<file path="src/design/afvl_pkg.sv">
// Shared definitions for the aspect-fit viewport layout block.
// Widths, fixed-point constants, mode and register codes, inter-module structs.
// No dependencies.
`default_nettype none

package afvl_pkg;

	localparam int DIM_BITS  = 16;
	localparam int FRAC_BITS = 16;
	localparam int ZOOM_W    = 24;
	localparam int DENS_W    = 24;
	localparam int CFG_W     = 24;
	localparam int IDX_W     = 2;

	localparam int RATIO_W = DIM_BITS + FRAC_BITS;
	localparam int PROD_W  = RATIO_W + ZOOM_W;
	localparam int K_W     = PROD_W - FRAC_BITS;
	localparam int LEN_W   = DIM_BITS + K_W;
	localparam int PHYS_W  = LEN_W + DENS_W;
	localparam int OUT_W   = 32;
	localparam int API_W   = 31;

	localparam int IN_DATA_W  = 56;
	localparam int OUT_DATA_W = 288;

	localparam logic [RATIO_W-1:0] ONE_Q = {{(RATIO_W-FRAC_BITS-1){1'b0}}, 1'b1,
		{FRAC_BITS{1'b0}}};
	localparam logic [OUT_W-1:0] POS_LIMIT = 32'h7FFF_FFFF;
	localparam logic [OUT_W-1:0] NEG_LIMIT = 32'h8000_0000;

	typedef enum logic [1:0] {
		MODE_NONE,
		MODE_STRETCH,
		MODE_FIT,
		MODE_FILL
	} mode_t;

	typedef enum logic [IDX_W-1:0] {
		REG_MODE,
		REG_DISP_W,
		REG_DISP_H,
		REG_DENSITY
	} reg_idx_t;

	typedef struct packed {
		logic [DIM_BITS-1:0] rem;
		logic [RATIO_W-1:0]  nq;
	} divst_t;

	typedef struct packed {
		logic                vld;
		logic [RATIO_W-1:0]  rx;
		logic [RATIO_W-1:0]  ry;
		logic [DIM_BITS-1:0] sw;
		logic [DIM_BITS-1:0] sh;
		logic [ZOOM_W-1:0]   zoom;
	} ratio_t;

	typedef struct packed {
		logic             vld;
		logic [LEN_W-1:0] lw;
		logic [LEN_W-1:0] lh;
	} len_t;

	typedef struct packed {
		logic             vld;
		logic [OUT_W-1:0] vx;
		logic [OUT_W-1:0] vy;
		logic [OUT_W-1:0] vw;
		logic [OUT_W-1:0] vh;
	} phys_t;

endpackage

`default_nettype wire

</file>
<file path="src/design/afvl_ratio.sv">
// Pipelined restoring divider for the display-to-scene ratios of both axes.
// Two quotient bits per stage; carries the clamped scene sizes and zoom along.
// Depends on afvl_pkg.
`default_nettype none

module afvl_ratio (
	input  logic                          clk,
	input  logic                          arst_n,
	input  logic                          adv,
	input  logic                          in_vld,
	input  logic [afvl_pkg::DIM_BITS-1:0] sw,
	input  logic [afvl_pkg::DIM_BITS-1:0] sh,
	input  logic [afvl_pkg::ZOOM_W-1:0]   zoom,
	input  logic [afvl_pkg::DIM_BITS-1:0] dw,
	input  logic [afvl_pkg::DIM_BITS-1:0] dh,
	output afvl_pkg::ratio_t              ratio
);
	import afvl_pkg::*;

	localparam int STEP_BITS = 2;
	localparam int STAGES    = RATIO_W / STEP_BITS;

	logic [STAGES:0]     vld_s;
	divst_t              dx_s   [STAGES+1];
	divst_t              dy_s   [STAGES+1];
	logic [DIM_BITS-1:0] sx_s   [STAGES+1];
	logic [DIM_BITS-1:0] sy_s   [STAGES+1];
	logic [ZOOM_W-1:0]   zoom_s [STAGES+1];

	logic [DIM_BITS-1:0] sw_c, sh_c;
	logic [ZOOM_W-1:0]   zoom_c;
	divst_t              dx_in, dy_in;

	function automatic divst_t div_step(input divst_t cur, input logic [DIM_BITS-1:0] den);
		divst_t            nxt;
		logic [DIM_BITS:0] trial;
		nxt = cur;
		for (int i = 0; i < STEP_BITS; i++) begin
			trial = {nxt.rem, nxt.nq[RATIO_W-1]};
			if (trial >= {1'b0, den}) begin
				nxt.rem = DIM_BITS'(trial - {1'b0, den});
				nxt.nq  = {nxt.nq[RATIO_W-2:0], 1'b1};
			end else begin
				nxt.rem = trial[DIM_BITS-1:0];
				nxt.nq  = {nxt.nq[RATIO_W-2:0], 1'b0};
			end
		end
		return nxt;
	endfunction

	always_comb begin
		sw_c      = (sw == '0) ? DIM_BITS'(1) : sw;
		sh_c      = (sh == '0) ? DIM_BITS'(1) : sh;
		zoom_c    = (zoom == '0) ? ZOOM_W'(ONE_Q) : zoom;
		dx_in.rem = '0;
		dx_in.nq  = {dw, {FRAC_BITS{1'b0}}} + RATIO_W'(sw_c >> 1);
		dy_in.rem = '0;
		dy_in.nq  = {dh, {FRAC_BITS{1'b0}}} + RATIO_W'(sh_c >> 1);
	end

	always_ff @(posedge clk or negedge arst_n) begin
		if (!arst_n) begin
			vld_s <= '0;
		end else if (adv) begin
			vld_s <= {vld_s[STAGES-1:0], in_vld};
		end
	end

	always_ff @(posedge clk) begin
		if (adv) begin
			dx_s[0]   <= dx_in;
			dy_s[0]   <= dy_in;
			sx_s[0]   <= sw_c;
			sy_s[0]   <= sh_c;
			zoom_s[0] <= zoom_c;
			for (int i = 1; i <= STAGES; i++) begin
				dx_s[i]   <= div_step(dx_s[i-1], sx_s[i-1]);
				dy_s[i]   <= div_step(dy_s[i-1], sy_s[i-1]);
				sx_s[i]   <= sx_s[i-1];
				sy_s[i]   <= sy_s[i-1];
				zoom_s[i] <= zoom_s[i-1];
			end
		end
	end

	assign ratio.vld  = vld_s[STAGES];
	assign ratio.rx   = dx_s[STAGES].nq;
	assign ratio.ry   = dy_s[STAGES].nq;
	assign ratio.sw   = sx_s[STAGES];
	assign ratio.sh   = sy_s[STAGES];
	assign ratio.zoom = zoom_s[STAGES];

endmodule

`default_nettype wire

</file>
<file path="config.mk">
export PLATFORM = sky130hd
export DESIGN_NAME = afvl_ratio
export DESIGN_NICKNAME = d
export VERILOG_FILES = /design/src/design/afvl_pkg.sv /design/src/design/afvl_ratio.sv
export SDC_FILE = /design/constraint.sdc
export NUM_CORES = 2
export LEC_CHECK = 0
export BUFFER_PORTS_ARGS = -buffer_cell sky130_fd_sc_hd__buf_2
export CAP_MARGIN = 10
export CORE_MARGIN = 4
export CORE_UTILIZATION = 58
export CTS_CLUSTER_SIZE = 12
export DETAILED_ROUTE_END_ITERATION = 6
export GPL_ROUTABILITY_DRIVEN = 0
export PLACE_DENSITY_LB_ADDON = 0.25
export SKIP_LAST_GASP = 1
export SYNTH_ARGS = -nofsm -noshare
export SYNTH_HDL_FRONTEND = slang
export SYNTH_SLANG_ARGS = --single-unit
</file>
<file path="constraint.sdc">
create_clock -name clk -period 5.2 [get_ports clk]
set_input_delay 1.04 -clock clk [delete_from_list [all_inputs] [get_ports clk]]
set_output_delay 1.04 -clock clk [all_outputs]
set_load 0.01 [all_outputs]
</file>
==> flow_metrics.tcl <==
set metrics [dict create \
    outcome "finished with violations" \
    violations "negative setup slack" \
    synth_fa_ha_area_share_pct 11.2 \
    antenna_found_initial 6 \
    yosys.area.top_type_share_pct 52.3 \
    finClkSkew_ns 0.0759 \
    hold_slack_ns 0.140 \
    startpoint_type "flop" \
    crit_arrival_ns 5.85 \
    maxSlewHeadroom_pct 37.4 \
    cts_max_path_buffers 3 \
    synthFlopType "edfxtp_1" \
    root_buffer "clkbuf_16" \
    fmax_ghz 0.192 \
    place_ws_ns -0.327 \
    synth_area_um2 122000 \
    io_pins 213 \
    area_growth_pct 15.2 \
    drtIter0Drc 6261 \
    ys_seq_elements 2137 \
    clock_sinks 2137 \
    required_ns 5.85 \
    dieArea_um2 217000 \
    tightest_slew_ns 0.936 \
    postLayoutCoreUtil_pct 67.4 \
    path_max_fanout 8 \
    post-route-period-util_pct 100 \
    postCtsHoldBufs 0 \
    initial_core_util_pct 58.5 \
    avgViaCountPerCell 5.95 \
    grt_pass1_vias 81100 \
    final_max_slew_viol_count 0 \
    grt_max_degree 153 \
    nets 12100 \
    synth_cell_types 122 \
    synth_edf_count 2120 \
    hold_viol 0 \
    grt_usage_pct 23.9 \
    grt_pass1_wl_um 422000 \
    core_area_um2 208000 \
    synth-xor-area-share_pct 5.18 \
    placedCellCount 13300 \
    maxCapViolCount 0 \
    syn_avg_cell_area_um2 12.1 \
    clk_pin_slew_worst_paths_ns 0.06 \
    dp_hpwl_um 201000 \
    hold_path_class "in2async" \
    wl_per_cell_um 19.7 \
    yosys.area_share.simple_pct 8.41 \
    wl_um 273000 \
    final_cells 13800 \
    row_count 167 \
    synthMuxAreaShare_pct 6.24 \
    ys_warn_count 0 \
    vias 82300 \
    rsz0062_at_grt "yes" \
    synthesis.instances 10000 \
    final-setup-viol-count 2 \
    final_antenna_net_count 0 \
    async_flop_share_pct 0.796 \
    gr-total-overflow 0 \
    port-buffer-count 212 \
    yosysSeqAreaShare_pct 52.6 \
    synth_compound_area_share_pct 12.4 \
    fp.dieH_um 466 \
    drive_gt1_share_pct 21.7 \
    synth_top_family_by_area "compound AO/OA/AOI/OAI gates" \
    post-route-drc-count 0 \
    end_kind "flop" \
    ys_top_cells_by_area "edfxtp_1 (52%), ha_1 (10%), mux2_2 (5.3%)" \
    clk_latency_ns 0.89 \
    min_period_ns 5.21 \
    synth_nets 11200 \
    htreeDepth 4 \
    synth_area_leader_cell "edfxtp_1" \
    drt_first_pass_iters 7 \
    cts_tree "done" \
    numCtsBuffers 220 \
    crit_type "reg2reg" \
    die_w_um 466 \
    worst_slack_ns -0.00629 \
]
==> state kept, by name, summed over array words and instances, names as in the netlist <==
register / cells
dx_s: 584
dy_s: 584
sx_s: 272
sy_s: 272
vld_s: 17
zoom_s: 408
==> logic make-up after synthesis <==
kind of cell,Yosys count
fa+ha+maj,1056
compound gates,2257
flops,2137
mux,672
simple gates,2069
xor+xnor,720
buf+inv,1117
==> per-stage QoR <==
step | instance area, um2 | TNS [ns]
finish | 140000 | -0.0113
global route | 140000 | -11.08
CTS | 137000 | -0.0219
detailed placement | 129000 | -16.62
global placement | 129000 | -7.60
floorplan | 122000 | 0
==> synth_stat cells (43+ instances only) <==
cell type  number
nor2b_1       137
a31o_2         43
or3_1          56
nand4_1       119
o21ai_0       445
o31ai_1        45
a31oi_1        71
inv_1         810
ha_1          996
nand2_1       491
xnor2_1       481
and3_1         74
o21bai_1       95
edfxtp_1     2120
o21a_1        126
buf_4         132
nor2_1        518
clkbuf_1      104
a21o_1        305
o211ai_1       45
a21oi_1       587
mux2i_1        59
mux2_2        573
nand3_1       144
nor4_1         66
nor3_1        202
nand2b_1       78
a211oi_1       75
xor2_1        239
fa_1           60
and2_1         49
==> worst paths after layout <==
check	end	cells after the start	slack, ns	start
worst max-delay path	dx_s[0][427]$_DFFE_PP_	17	-0.006	sx_s[0][122]$_DFFE_PP_
worst min-delay path	vld_s[16]$_DFFE_PN0P_	1	0.14	arst_n
worst max register to register	dx_s[0][427]$_DFFE_PP_	17	-0.006	sx_s[0][122]$_DFFE_PP_
worst min register to register	dx_s[0][268]$_DFFE_PP_	0	0.36	dx_s[0][218]$_DFFE_PP_
max in group asynchronous	vld_s[6]$_DFFE_PN0P_	1	4.78	arst_n
min in group clk	dy_s[0][23]$_DFFE_PP_	1	0.32	dh[7]
==> critical path, cell delays in order, from the launching register on <==
cell and delay, ns:
edfxtp_1 0.39, inv_1 0.08, ha_1 0.38, nand4_1 0.30, nor4_2 0.45, o311ai_1 0.14
a21oi_2 0.44, buf_4 0.21, mux2_2 0.35, ha_1 0.35, o2111ai_1 0.18, nand3_2 0.18
a311oi_4 0.37, o221ai_2 0.17, a21oi_2 0.20, nand2b_4 0.22, o211ai_4 0.19, mux2_4 0.35
==> per-layer routing <==
layer	global-route usage (%)	share of wire, %	vias up	routed length, um
met3	3.00	4.9	763	13300
met2	41.7	50	2625	135000
met1	30.0	41	39700	111000
met4	10.2	4.7	0	12900
li1	-	-	39200	-
met5	0	0	-	0
==> layout by cell type, fill, tap and decap left out, types with 55 or more instances in the layout <==
cell type	synthesis	layout
edfxtp_1	2120	2120
ha_1	996	911
inv_1	810	783
buf_4	132	662
mux2_2	573	562
nor2_1	518	510
a21oi_1	587	508
nand2_1	491	487
xnor2_1	481	481
o21ai_0	445	380
a21o_1	305	305
xor2_1	239	239
clkbuf_16	0	224
buf_2	41	212
nor3_1	202	191
nand3_1	144	133
o21a_1	126	124
nor2b_1	137	120
nand4_1	119	119
o21bai_1	95	92
a21oi_2	5	79
nand2b_1	78	77
and3_1	74	71
nor4_1	66	62
o21ai_1	27	60
a31oi_1	71	59
a211oi_1	75	57
fa_1	60	57
ha_4	0	57
or3_1	56	55
==> cell type report <==
| cell class | instances | area [um2] |
|---|---|---|
| tap | 2788 | 3490 |
| timing repair inverter | 6 | 40.0 |
| timing repair buffer | 937 | 7140 |
| inverter | 824 | 3130 |
| clock buffer | 267 | 5700 |
| multi-input combinational | 6781 | 55500 |
| fill | 14700 | 67800 |
| antenna | 4 | 10.0 |
| sequential | 2137 | 64100 |
| clock inverter | 93 | 1190 |
==> what timing repair did <==
| action | in CTS | in global routing |
|---|---|---|
| pin swaps | 10 | 145 |
| setup buffers | 23 | 132 |
| endpoints found under the hold margin | 0 | 0 |
| gates resized for setup | 65 | 501 |
| endpoints found under the setup margin | 221 | 463 |
| gates cloned | 5 | 13 |
Power is not shown: default switching activity piles up to over one toggle a cycle in this logic, so the estimate is an artifact.
